[src/sv/pbp_pkg.sv]
// Package for the page buffer pool: sizes, command and status codes,
// payload structs and the controller/datapath link types. No dependencies.
`default_nettype none

package pbp_pkg;

  localparam int unsigned FRAMES     = 16;
  localparam int unsigned PAGE_BITS  = 20;
  localparam int unsigned PIN_BITS   = 8;
  localparam int unsigned FIDX_W     = $clog2(FRAMES);
  localparam int unsigned CNT_W      = $clog2(FRAMES + 1);

  localparam logic [2:0] CMD_FETCH  = 3'd0;
  localparam logic [2:0] CMD_UNPIN  = 3'd1;
  localparam logic [2:0] CMD_FLUSH  = 3'd2;
  localparam logic [2:0] CMD_NEW    = 3'd3;
  localparam logic [2:0] CMD_DELETE = 3'd4;

  localparam logic [2:0] ST_OK           = 3'd0;
  localparam logic [2:0] ST_NOT_RESIDENT = 3'd1;
  localparam logic [2:0] ST_NOT_PINNED   = 3'd2;
  localparam logic [2:0] ST_NO_FRAME     = 3'd3;
  localparam logic [2:0] ST_DISK_REFUSED = 3'd4;
  localparam logic [2:0] ST_PINNED       = 3'd5;
  localparam logic [2:0] ST_PIN_LIMIT    = 3'd6;

  typedef struct packed {
    logic [2:0]           cmd;
    logic [PAGE_BITS-1:0] page_id;
    logic                 mark_dirty;
    logic                 disk_has_page;
    logic                 alloc_ok;
    logic [PAGE_BITS-1:0] alloc_page_id;
  } in_item_t;

  typedef struct packed {
    logic [2:0]           status;
    logic [FIDX_W-1:0]    frame;
    logic [PAGE_BITS-1:0] result_page;
    logic                 hit;
    logic                 writeback;
    logic [PAGE_BITS-1:0] writeback_page;
    logic                 disk_read;
    logic                 disk_free;
  } out_item_t;

  typedef struct packed {
    logic load;
    logic match;
    logic exec;
  } ctrl_t;

  typedef struct packed {
    logic out_busy;
  } stat_t;

endpackage

`default_nettype wire

[src/sv/pbp_ctrl.sv]
// Controller of the page buffer pool: a one-hot sequencer that loads an item,
// runs the tag match and then the update. Depends on pbp_pkg.
`default_nettype none

module pbp_ctrl (
  input  wire logic          clk_i,
  input  wire logic          rst_ni,
  input  wire logic          in_valid_i,
  output logic               in_ready_o,
  input  wire pbp_pkg::stat_t stat_i,
  output pbp_pkg::ctrl_t     ctrl_o
);

  typedef enum logic [2:0] {
    S_IDLE  = 3'b001,
    S_MATCH = 3'b010,
    S_EXEC  = 3'b100
  } state_e;

  state_e state_q, state_d;

  assign in_ready_o = (state_q == S_IDLE);

  always_comb begin
    state_d = state_q;
    ctrl_o  = '0;
    unique case (state_q)
      S_IDLE: begin
        if (in_valid_i) begin
          ctrl_o.load = 1'b1;
          state_d     = S_MATCH;
        end
      end
      S_MATCH: begin
        ctrl_o.match = 1'b1;
        state_d      = S_EXEC;
      end
      S_EXEC: begin
        // The update waits until the output register can take the result.
        if (!stat_i.out_busy) begin
          ctrl_o.exec = 1'b1;
          state_d     = S_IDLE;
        end
      end
      default: state_d = S_IDLE;
    endcase
  end

  always_ff @(posedge clk_i or negedge rst_ni) begin
    if (!rst_ni) begin
      state_q <= S_IDLE;
    end else begin
      state_q <= state_d;
    end
  end

endmodule

`default_nettype wire

[src/sv/pbp_dpath.sv]
// Datapath of the page buffer pool: frame table, tag match, free FIFO,
// LRU list and the result register. Depends on pbp_pkg.
`default_nettype none

module pbp_dpath #(
  parameter int unsigned PinBits = pbp_pkg::PIN_BITS
) (
  input  wire logic               clk_i,
  input  wire logic               rst_ni,
  input  wire pbp_pkg::ctrl_t     ctrl_i,
  output pbp_pkg::stat_t          stat_o,
  input  wire pbp_pkg::in_item_t  in_data_i,
  output logic                    out_valid_o,
  input  wire logic               out_ready_i,
  output pbp_pkg::out_item_t      out_data_o
);

  localparam int unsigned Frames = pbp_pkg::FRAMES;
  localparam int unsigned FidxW  = pbp_pkg::FIDX_W;
  localparam int unsigned CntW   = pbp_pkg::CNT_W;
  localparam int unsigned PageW  = pbp_pkg::PAGE_BITS;
  localparam logic [PinBits-1:0] PinMax = '1;

  pbp_pkg::in_item_t  item_q;
  pbp_pkg::out_item_t out_q, res;
  logic               out_valid_q;

  logic [PageW-1:0]   tag_q   [Frames];
  logic [PinBits-1:0] pins_q  [Frames];
  logic [Frames-1:0]  valid_q, dirty_q, in_lru_q, match_q;
  logic [FidxW-1:0]   fifo_q  [Frames];
  logic [FidxW-1:0]   lru_q   [Frames];
  logic [FidxW-1:0]   head_q;
  logic [CntW-1:0]    fcnt_q, lcnt_q;

  // Update controls produced by the execute step.
  logic               fpop_en, fpush_en, lrm_en, lpush_en, emp_en, inst_en;
  logic               pins_en, dirty_en, dirty_val;
  logic [FidxW-1:0]   fpush_f, lrm_f, lpush_f, emp_f, inst_f, pins_f, dirty_f;
  logic [PageW-1:0]   inst_page;
  logic [PinBits-1:0] pins_val;

  logic [PageW-1:0]   key;
  logic [Frames-1:0]  match_d, vict_oh, pos_hit, ge;
  logic [FidxW-1:0]   fidx, vict, head_inc, fpush_idx;
  logic               found, found_x, have_free, have_lru, take_ok;
  logic [CntW:0]      tail_sum;
  logic [CntW-1:0]    fcnt_pop;

  assign stat_o.out_busy = out_valid_q && !out_ready_i;
  assign out_valid_o     = out_valid_q;
  assign out_data_o      = out_q;

  // Match key: the allocated id for a new page, the named page otherwise.
  assign key = (item_q.cmd == pbp_pkg::CMD_NEW) ? item_q.alloc_page_id : item_q.page_id;

  always_comb begin
    for (int i = 0; i < Frames; i++) begin
      match_d[i] = valid_q[i] && (tag_q[i] == key);
    end
  end

  always_comb begin
    fidx = '0;
    for (int i = 0; i < Frames; i++) begin
      if (match_q[i]) begin
        fidx = fidx | FidxW'(i);
      end
    end
  end

  assign found     = |match_q;
  assign have_free = (fcnt_q != '0);
  assign have_lru  = (lcnt_q != '0);
  assign take_ok   = have_free || have_lru;
  assign vict      = have_free ? fifo_q[head_q] : lru_q[0];
  assign vict_oh   = Frames'(1) << vict;
  // The victim is emptied before the allocated id is looked up.
  assign found_x   = |(match_q & ~vict_oh);

  assign head_inc  = (head_q == FidxW'(Frames - 1)) ? '0 : head_q + 1'b1;
  assign tail_sum  = (CntW + 1)'(head_q) + (CntW + 1)'(fcnt_q);
  assign fpush_idx = (tail_sum >= (CntW + 1)'(Frames)) ?
                     FidxW'(tail_sum - (CntW + 1)'(Frames)) : FidxW'(tail_sum);
  assign fcnt_pop  = fcnt_q - CntW'(fpop_en);

  always_comb begin
    res       = '0;
    fpop_en   = 1'b0;
    fpush_en  = 1'b0;
    fpush_f   = vict;
    lrm_en    = 1'b0;
    lrm_f     = fidx;
    lpush_en  = 1'b0;
    lpush_f   = fidx;
    emp_en    = 1'b0;
    emp_f     = fidx;
    inst_en   = 1'b0;
    inst_f    = vict;
    inst_page = item_q.page_id;
    pins_en   = 1'b0;
    pins_f    = fidx;
    pins_val  = pins_q[fidx];
    dirty_en  = 1'b0;
    dirty_f   = fidx;
    dirty_val = 1'b0;
    unique case (item_q.cmd)
      pbp_pkg::CMD_FETCH, pbp_pkg::CMD_NEW: begin
        if ((item_q.cmd == pbp_pkg::CMD_FETCH) && found) begin
          res.frame       = fidx;
          res.result_page = item_q.page_id;
          res.hit         = 1'b1;
          if (pins_q[fidx] == PinMax) begin
            res.status = pbp_pkg::ST_PIN_LIMIT;
          end else begin
            pins_en  = 1'b1;
            pins_val = pins_q[fidx] + 1'b1;
            lrm_en   = in_lru_q[fidx];
          end
        end else if (!take_ok) begin
          res.status = pbp_pkg::ST_NO_FRAME;
        end else begin
          fpop_en = have_free;
          lrm_en  = !have_free;
          lrm_f   = vict;
          emp_en  = 1'b1;
          emp_f   = vict;
          res.frame = vict;
          if (valid_q[vict] && dirty_q[vict]) begin
            res.writeback      = 1'b1;
            res.writeback_page = tag_q[vict];
          end
          if (item_q.cmd == pbp_pkg::CMD_FETCH) begin
            if (!item_q.disk_has_page) begin
              fpush_en   = 1'b1;
              res.status = pbp_pkg::ST_DISK_REFUSED;
            end else begin
              inst_en         = 1'b1;
              res.result_page = item_q.page_id;
              res.disk_read   = 1'b1;
            end
          end else begin
            if (!item_q.alloc_ok || found_x) begin
              fpush_en   = 1'b1;
              res.status = pbp_pkg::ST_DISK_REFUSED;
            end else begin
              inst_en         = 1'b1;
              inst_page       = item_q.alloc_page_id;
              res.result_page = item_q.alloc_page_id;
            end
          end
        end
      end
      pbp_pkg::CMD_UNPIN: begin
        if (!found) begin
          res.status = pbp_pkg::ST_NOT_RESIDENT;
        end else begin
          res.frame       = fidx;
          res.result_page = item_q.page_id;
          if (pins_q[fidx] == '0) begin
            res.status = pbp_pkg::ST_NOT_PINNED;
          end else begin
            pins_en   = 1'b1;
            pins_val  = pins_q[fidx] - 1'b1;
            dirty_en  = 1'b1;
            dirty_val = dirty_q[fidx] | item_q.mark_dirty;
            lpush_en  = (pins_q[fidx] == PinBits'(1)) && !in_lru_q[fidx];
          end
        end
      end
      pbp_pkg::CMD_FLUSH: begin
        if (!found) begin
          res.status = pbp_pkg::ST_NOT_RESIDENT;
        end else begin
          res.frame          = fidx;
          res.result_page    = item_q.page_id;
          res.writeback      = 1'b1;
          res.writeback_page = item_q.page_id;
          dirty_en           = 1'b1;
        end
      end
      pbp_pkg::CMD_DELETE: begin
        if (!found) begin
          res.disk_free = 1'b1;
        end else begin
          res.frame       = fidx;
          res.result_page = item_q.page_id;
          if (pins_q[fidx] != '0) begin
            res.status = pbp_pkg::ST_PINNED;
          end else begin
            lrm_en        = in_lru_q[fidx];
            emp_en        = 1'b1;
            fpush_en      = 1'b1;
            fpush_f       = fidx;
            res.disk_free = 1'b1;
          end
        end
      end
      default: res = '0;
    endcase
  end

  // Removal from the LRU list closes the gap by shifting the later entries down.
  always_comb begin
    for (int j = 0; j < Frames; j++) begin
      pos_hit[j] = (lru_q[j] == lrm_f) && (CntW'(j) < lcnt_q);
    end
    ge[0] = pos_hit[0];
    for (int j = 1; j < Frames; j++) begin
      ge[j] = ge[j-1] | pos_hit[j];
    end
  end

  always_ff @(posedge clk_i) begin
    if (ctrl_i.load) begin
      item_q <= in_data_i;
    end
    if (ctrl_i.exec) begin
      out_q <= res;
      if (inst_en) begin
        tag_q[inst_f] <= inst_page;
      end
      if (lrm_en) begin
        for (int j = 0; j < Frames - 1; j++) begin
          if (ge[j]) begin
            lru_q[j] <= lru_q[j+1];
          end
        end
      end
      if (lpush_en && (lcnt_q != CntW'(Frames))) begin
        lru_q[lcnt_q[FidxW-1:0]] <= lpush_f;
      end
    end
  end

  always_ff @(posedge clk_i or negedge rst_ni) begin
    if (!rst_ni) begin
      out_valid_q <= 1'b0;
      match_q     <= '0;
      valid_q     <= '0;
      dirty_q     <= '0;
      in_lru_q    <= '0;
      head_q      <= '0;
      fcnt_q      <= CntW'(Frames);
      lcnt_q      <= '0;
      for (int i = 0; i < Frames; i++) begin
        pins_q[i] <= '0;
        fifo_q[i] <= FidxW'(i);
      end
    end else begin
      if (out_valid_q && out_ready_i) begin
        out_valid_q <= 1'b0;
      end
      if (ctrl_i.match) begin
        match_q <= match_d;
      end
      if (ctrl_i.exec) begin
        out_valid_q <= 1'b1;
        if (emp_en) begin
          valid_q[emp_f] <= 1'b0;
          dirty_q[emp_f] <= 1'b0;
          pins_q[emp_f]  <= '0;
        end
        if (inst_en) begin
          valid_q[inst_f] <= 1'b1;
          dirty_q[inst_f] <= 1'b0;
          pins_q[inst_f]  <= PinBits'(1);
        end
        if (pins_en) begin
          pins_q[pins_f] <= pins_val;
        end
        if (dirty_en) begin
          dirty_q[dirty_f] <= dirty_val;
        end
        if (fpop_en) begin
          head_q <= head_inc;
        end
        if (fpush_en && (fcnt_pop != CntW'(Frames))) begin
          fifo_q[fpush_idx] <= fpush_f;
          fcnt_q            <= fcnt_pop + 1'b1;
        end else begin
          fcnt_q <= fcnt_pop;
        end
        if (lrm_en) begin
          in_lru_q[lrm_f] <= 1'b0;
          lcnt_q          <= lcnt_q - 1'b1;
        end else if (lpush_en && (lcnt_q != CntW'(Frames))) begin
          in_lru_q[lpush_f] <= 1'b1;
          lcnt_q            <= lcnt_q + 1'b1;
        end
      end
    end
  end

  a_match_unique: assert property (@(posedge clk_i) disable iff (!rst_ni)
    $onehot0(match_q))
    else $error("more than one frame matched the key");

  a_lru_count: assert property (@(posedge clk_i) disable iff (!rst_ni)
    $countones(in_lru_q) == 32'(lcnt_q))
    else $error("LRU count disagrees with LRU membership");

  a_lru_unpinned: assert property (@(posedge clk_i) disable iff (!rst_ni)
    (in_lru_q & ~valid_q) == '0)
    else $error("an empty frame sits in the LRU list");

  a_free_bound: assert property (@(posedge clk_i) disable iff (!rst_ni)
    (32'(fcnt_q) + 32'(lcnt_q)) <= Frames)
    else $error("free and LRU counts exceed the pool");

endmodule

`default_nettype wire

[src/sv/page_buffer_pool_lru.sv]
// Top level of the page buffer pool with LRU replacement: joins the
// controller and the datapath. Depends on pbp_pkg, pbp_ctrl and pbp_dpath.
//
//   channel | direction | handshake                | beat
//   in      | input     | in_valid_i / in_ready_o  | in_data_i  (pbp_pkg::in_item_t)
//   out     | output    | out_valid_o / out_ready_i| out_data_o (pbp_pkg::out_item_t)
//
// An item passes through load, parallel tag match, then update and result.
// The next item is taken while the result still waits in the output register.
// The update step stalls while an earlier result has not been taken.
// Reset empties every frame and fills the free FIFO with frames in order.
`default_nettype none

module page_buffer_pool_lru #(
  parameter int unsigned PinBits = pbp_pkg::PIN_BITS
) (
  input  wire logic               clk_i,
  input  wire logic               rst_ni,
  input  wire logic               in_valid_i,
  output logic                    in_ready_o,
  input  wire pbp_pkg::in_item_t  in_data_i,
  output logic                    out_valid_o,
  input  wire logic               out_ready_i,
  output pbp_pkg::out_item_t      out_data_o
);

  pbp_pkg::ctrl_t ctrl;
  pbp_pkg::stat_t stat;

  pbp_ctrl u_ctrl (
    .clk_i      (clk_i),
    .rst_ni     (rst_ni),
    .in_valid_i (in_valid_i),
    .in_ready_o (in_ready_o),
    .stat_i     (stat),
    .ctrl_o     (ctrl)
  );

  pbp_dpath #(
    .PinBits (PinBits)
  ) u_dpath (
    .clk_i       (clk_i),
    .rst_ni      (rst_ni),
    .ctrl_i      (ctrl),
    .stat_o      (stat),
    .in_data_i   (in_data_i),
    .out_valid_o (out_valid_o),
    .out_ready_i (out_ready_i),
    .out_data_o  (out_data_o)
  );

endmodule

`default_nettype wire

[config.mk]
export PLATFORM = sky130hd
export DESIGN_NAME = page_buffer_pool_lru
export DESIGN_NICKNAME = d
export VERILOG_FILES = /design/src/sv/pbp_pkg.sv /design/src/sv/pbp_ctrl.sv /design/src/sv/pbp_dpath.sv /design/src/sv/page_buffer_pool_lru.sv
export SDC_FILE = /design/constraint.sdc
export NUM_CORES = 2
export LEC_CHECK = 0
export BUFFER_PORTS_ARGS = -buffer_cell sky130_fd_sc_hd__buf_2
export CAP_MARGIN = 40
export CORE_UTILIZATION = 45
export CTS_CLUSTER_DIAMETER = 200
export CTS_CLUSTER_SIZE = 28
export DETAILED_ROUTE_END_ITERATION = 8
export PLACE_DENSITY = 0.73
export SYNTH_ARGS = -nofsm -noshare
export SYNTH_HDL_FRONTEND = slang
export SYNTH_SLANG_ARGS = --single-unit
[constraint.sdc]
create_clock -name clk_i -period 15.28 [get_ports clk_i]
set_input_delay 0.764 -clock clk_i [delete_from_list [all_inputs] [get_ports clk_i]]
set_output_delay 0.764 -clock clk_i [all_outputs]
set_load 0.02 [all_outputs]
==> out/qor.csv <==
stage,metric,value,unit
status,outcome,"finished, final reports clean",
clock_tree,numCtsBuffers,31,
synthesis,netlist_area,39100,µm²
critical_path,cp-start-kind,register,
critical_path,critPathKind,reg -> reg,
routing,drc,0,
min_path,hp-class,in -> async,
global_routing,grt_pass1_wl,198,mm
global_routing,grtUsageTotal,30.1,%
critical_path,cp.required,15.68,ns
timing,finalHoldViolCount,0,
power,powerDensity,123,nW/µm²
power,swShare,37.4,%
cells_and_area,syn_to_final_growth,7.82,%
routing,drt_iter0_drc,4870,
synthesis,avgSynthCellArea,11.0,µm²
placement,io_buffers,102,
cells_and_area,fillers,7599,
synthesis,ys_warn_count,0,
timing,slew_violations,0,
global_routing,grt_pass1_vias,28900,
placement,hpwl,93.5,mm
timing,period_needed,6.71,ns
global_routing,antenna_found_initial,5,
routing,num_vias,30800,
global_routing,grt_max_degree,178,
cells_and_area,nets,3622,
clock_tree,root_buffer,clkbuf_16,
routing,met3_length,17.7,mm
clock_tree,clkSinkCount,755,
synthesis,synth-seq-cells,755,
clock_tree,cts_tree,built,
power,p_comb_share,33.1,%
global_routing,gr-total-overflow,0,
clock_tree,cts_resized,0,
timing,finalSetupViolations,0,
synthesis,ys_seq_area_share,54.6,%
synthesis,synth_cells,3547,
timing,max_freq,149,MHz
die,die_y,297,µm
routing,wl_met1,51.5,mm
critical_path,cp_max_fo,15,
die,die_area,88000,µm²
timing,finalCritPeriodShare,43.9,%
critical_path,cpPeakStageDelay,0.75,ns
power,internal-power,0.00324,W
power,power.leakage,15.3,nW
placement,place.gp.congestion,1.07,
routing,viasPerCell,6.52,
synthesis,synth_top_area_cell,edfxtp_1,
routing,routedWlPerCell,28.7,µm
routing,dr.pass1.iters,9,
power,peakVddDrop,122,µV
critical_path,critPathBufInv,3,
critical_path,slowest_stage,or4_1,
job,drv_cap,0,
clock_tree,ctsHtreeMaxLevel,1,
synthesis,synth_flop_cell,edfxtp_1,
die,die_w,297,µm
routing,top_layer,met5,
critical_path,cp-end-kind,register,
synthesis,synth_edf_count,481,
routing,wl_met2,58.6,mm
synthesis,synth_nets,3614,
synthesis,synth_top_area_share,37.0,%
placement,place_ws,8.88,ns
clock_tree,cts_setup_buffers,0,
synthesis,yosys-top-cells-area,"edfxtp_1, dfrtp_1, xnor2_1",
clock_tree,clockBufferDepth,3,
die,ios,103,
cells_and_area,layout-drive-gt1-share,13.9,%
cells_and_area,fin_util,49.3,%
routing,routed_wl,136,mm
power,power.switching,0.00193,W
power,clkPwrFrac,20.9,%
timing,fin_ws,8.57,ns
die,initial_utilization,45.7,%
routing,ant_nets,0,
timing,grt_setup_unrepaired,false,
die,coreArea,85500,µm²
critical_path,crit_arrival,7.11,ns
synthesis,yosysUniqueCellTypes,112,
clock_tree,path_clk_slew,0.13,ns
timing,tightest_slew,1.08,ns
timing,timing.hold.ws,0.0253,ns
clock_tree,clock_latency,0.70,ns
critical_path,crit_chain,or4_1 > nor2_2 > inv_1 > nor2_1 > o21ai_1 > and4_1 > inv_1 > ha_1 > inv_1 > nor2_1 > o41ai_1 > nor2_1 > nand3_2 > a31oi_1 > and2_1 > o21ai_1 > nand3_1,
timing,relSlewSlack,27.7,%
clock_tree,hold_buffers,0,
critical_path,crit_family,simple AND/OR/NAND/NOR gates,
timing,setup_tns,0,ns
timing,finClkSkew,0.0534,ns
die,rows,107,
power,sequentialPowerShare,46.0,%
synthesis,synth_async_sr_flop_share,36.3,%
[layout by cell type (no fill, tap or decap), drive strengths merged, types with 56 or more instances in the layout]
cell / instances
a21oi: 84
buf: 198
clkbuf: 56
dfrtp: 240
edfxtp: 481
mux2: 117
nand2: 598
nand3: 217
nor2: 98
nor3: 86
nor4: 92
o21ai: 238
xnor2: 359
[state kept, by name, indices dropped and copies added, names as in the netlist]
register,flops
u_dpath.tag_q,320
u_dpath.pins_q,128
u_dpath.fifo_q,64
u_dpath.lru_q,64
u_dpath.out_data_o,51
u_dpath.item_q,46
u_dpath.dirty_q,16
u_dpath.in_lru_q,16
u_dpath.match_q,16
u_dpath.valid_q,16
u_dpath.fcnt_q,5
u_dpath.lcnt_q,5
u_dpath.head_q,4
u_ctrl.state_q,3
u_dpath.out_valid_o,1
[metrics by stage]
step / power (W) / instances / area (µm²)
global route: 0.00531 / 4724 / 42100
detailed placement: 0.00406 / 4665 / 41200
finish: 0.00517 / 4725 / 42100
global placement: 0.00404 / 4652 / 40900
CTS: 0.00511 / 4723 / 42100
floorplan: 0.00343 / 3547 / 39100
[routing by layer]
layer,global-route usage (%),vias to the layer above
li1,-,13100
met1,40.9,15000
met2,44.9,2301
met3,7.86,391
met4,13.7,8
met5,0.0541,-
[kinds of logic (layout without fill, tap and decap cells)]
kind of cell / count (synthesis) / in the layout / synth area share [%]
other: 0 / 1 / 0
buffers and inverters: 248 / 281 / 2.78
AOI/OAI and AO/OA: 661 / 661 / 11.8
muxes: 181 / 181 / 5.43
xor gates and xnor gates: 390 / 390 / 8.74
adders and majority gates: 17 / 17 / 0.563
and+or+nand+nor: 1295 / 1295 / 16.1
DFF: 755 / 755 / 54.6
[cells in the mapped netlist (17+ instances only)]
library cell and count:
xnor2_1 359, mux2i_1 51, nor3_1 76, clkbuf_1 147
a32o_1 26, dfstp_2 34, buf_2 42, xor2_1 31
mux2_1 25, a22oi_1 25, nand3_1 214, a311oi_1 43
a21o_1 22, o21ai_1 22, a31oi_1 34, o2bb2ai_1 20
and3_1 53, nor2_1 92, nand4_1 49, inv_1 21
mux2_2 92, nor4_1 77, o22ai_1 17, o21ai_0 210
edfxtp_1 481, a311o_1 20, a21oi_1 81, nand2_1 595
dfrtp_1 240
[area by class of cell]
type	count	area (µm²)	area share, %
Multi-Input combinational cell	2544	16900	40.1
Tap cell	1144	1430	3.40
Antenna cell	1	2.50	0.00594
Clock buffer	55	866	2.05
Timing Repair Buffer	199	1420	3.37
Sequential cell	755	21300	50.6
Clock inverter	3	80.1	0.190
Inverter	24	95.1	0.226
[power by group through the flow]
| stage | logic [W] | clock network [W] | registers, W |
|---|---|---|---|
| 2_1_floorplan | 0.00104 | 0 | 0.00239 |
| 3_3_place_gp | 0.00162 | 0 | 0.00242 |
| 3_5_place_dp | 0.00164 | 0 | 0.00242 |
| 4_1_cts | 0.00165 | 0.00108 | 0.00238 |
| 5_1_grt | 0.00178 | 0.00114 | 0.00239 |
| 6_report | 0.00171 | 0.00108 | 0.00238 |
[worst paths after layout]
check	cells past startpoint	end	slack, ns	from
max in group asynchronous	2	u_dpath.match_q[0]	13.77	rst_ni
min	1	u_dpath.pins_q[60]	0.03	rst_ni
min in group clk_i	1	u_dpath.item_q[37]	0.24	in_data_i[37]
max	17	u_dpath.lru_q[13][0]	8.57	u_dpath.match_q[15]
min reg2reg	2	u_dpath.pins_q[52]	0.50	u_dpath.pins_q[52]
max reg2reg	17	u_dpath.lru_q[13][0]	8.57	u_dpath.match_q[15]
[worst register-to-register path, cell delays in order, from the launching register on]
cell     delay, ns
dfrtp_1       0.50
or4_1         0.75
nor2_2        0.47
inv_1         0.42
nor2_1        0.67
o21ai_1       0.15
and4_1        0.27
inv_1         0.11
ha_1          0.19
inv_1         0.09
nor2_1        0.23
o41ai_1       0.20
nor2_1        0.30
nand3_2       0.38
a31oi_1       0.47
and2_1        0.63
o21ai_1       0.30
nand3_1       0.28
No activity file was read; power rests on OpenSTA's default activity.
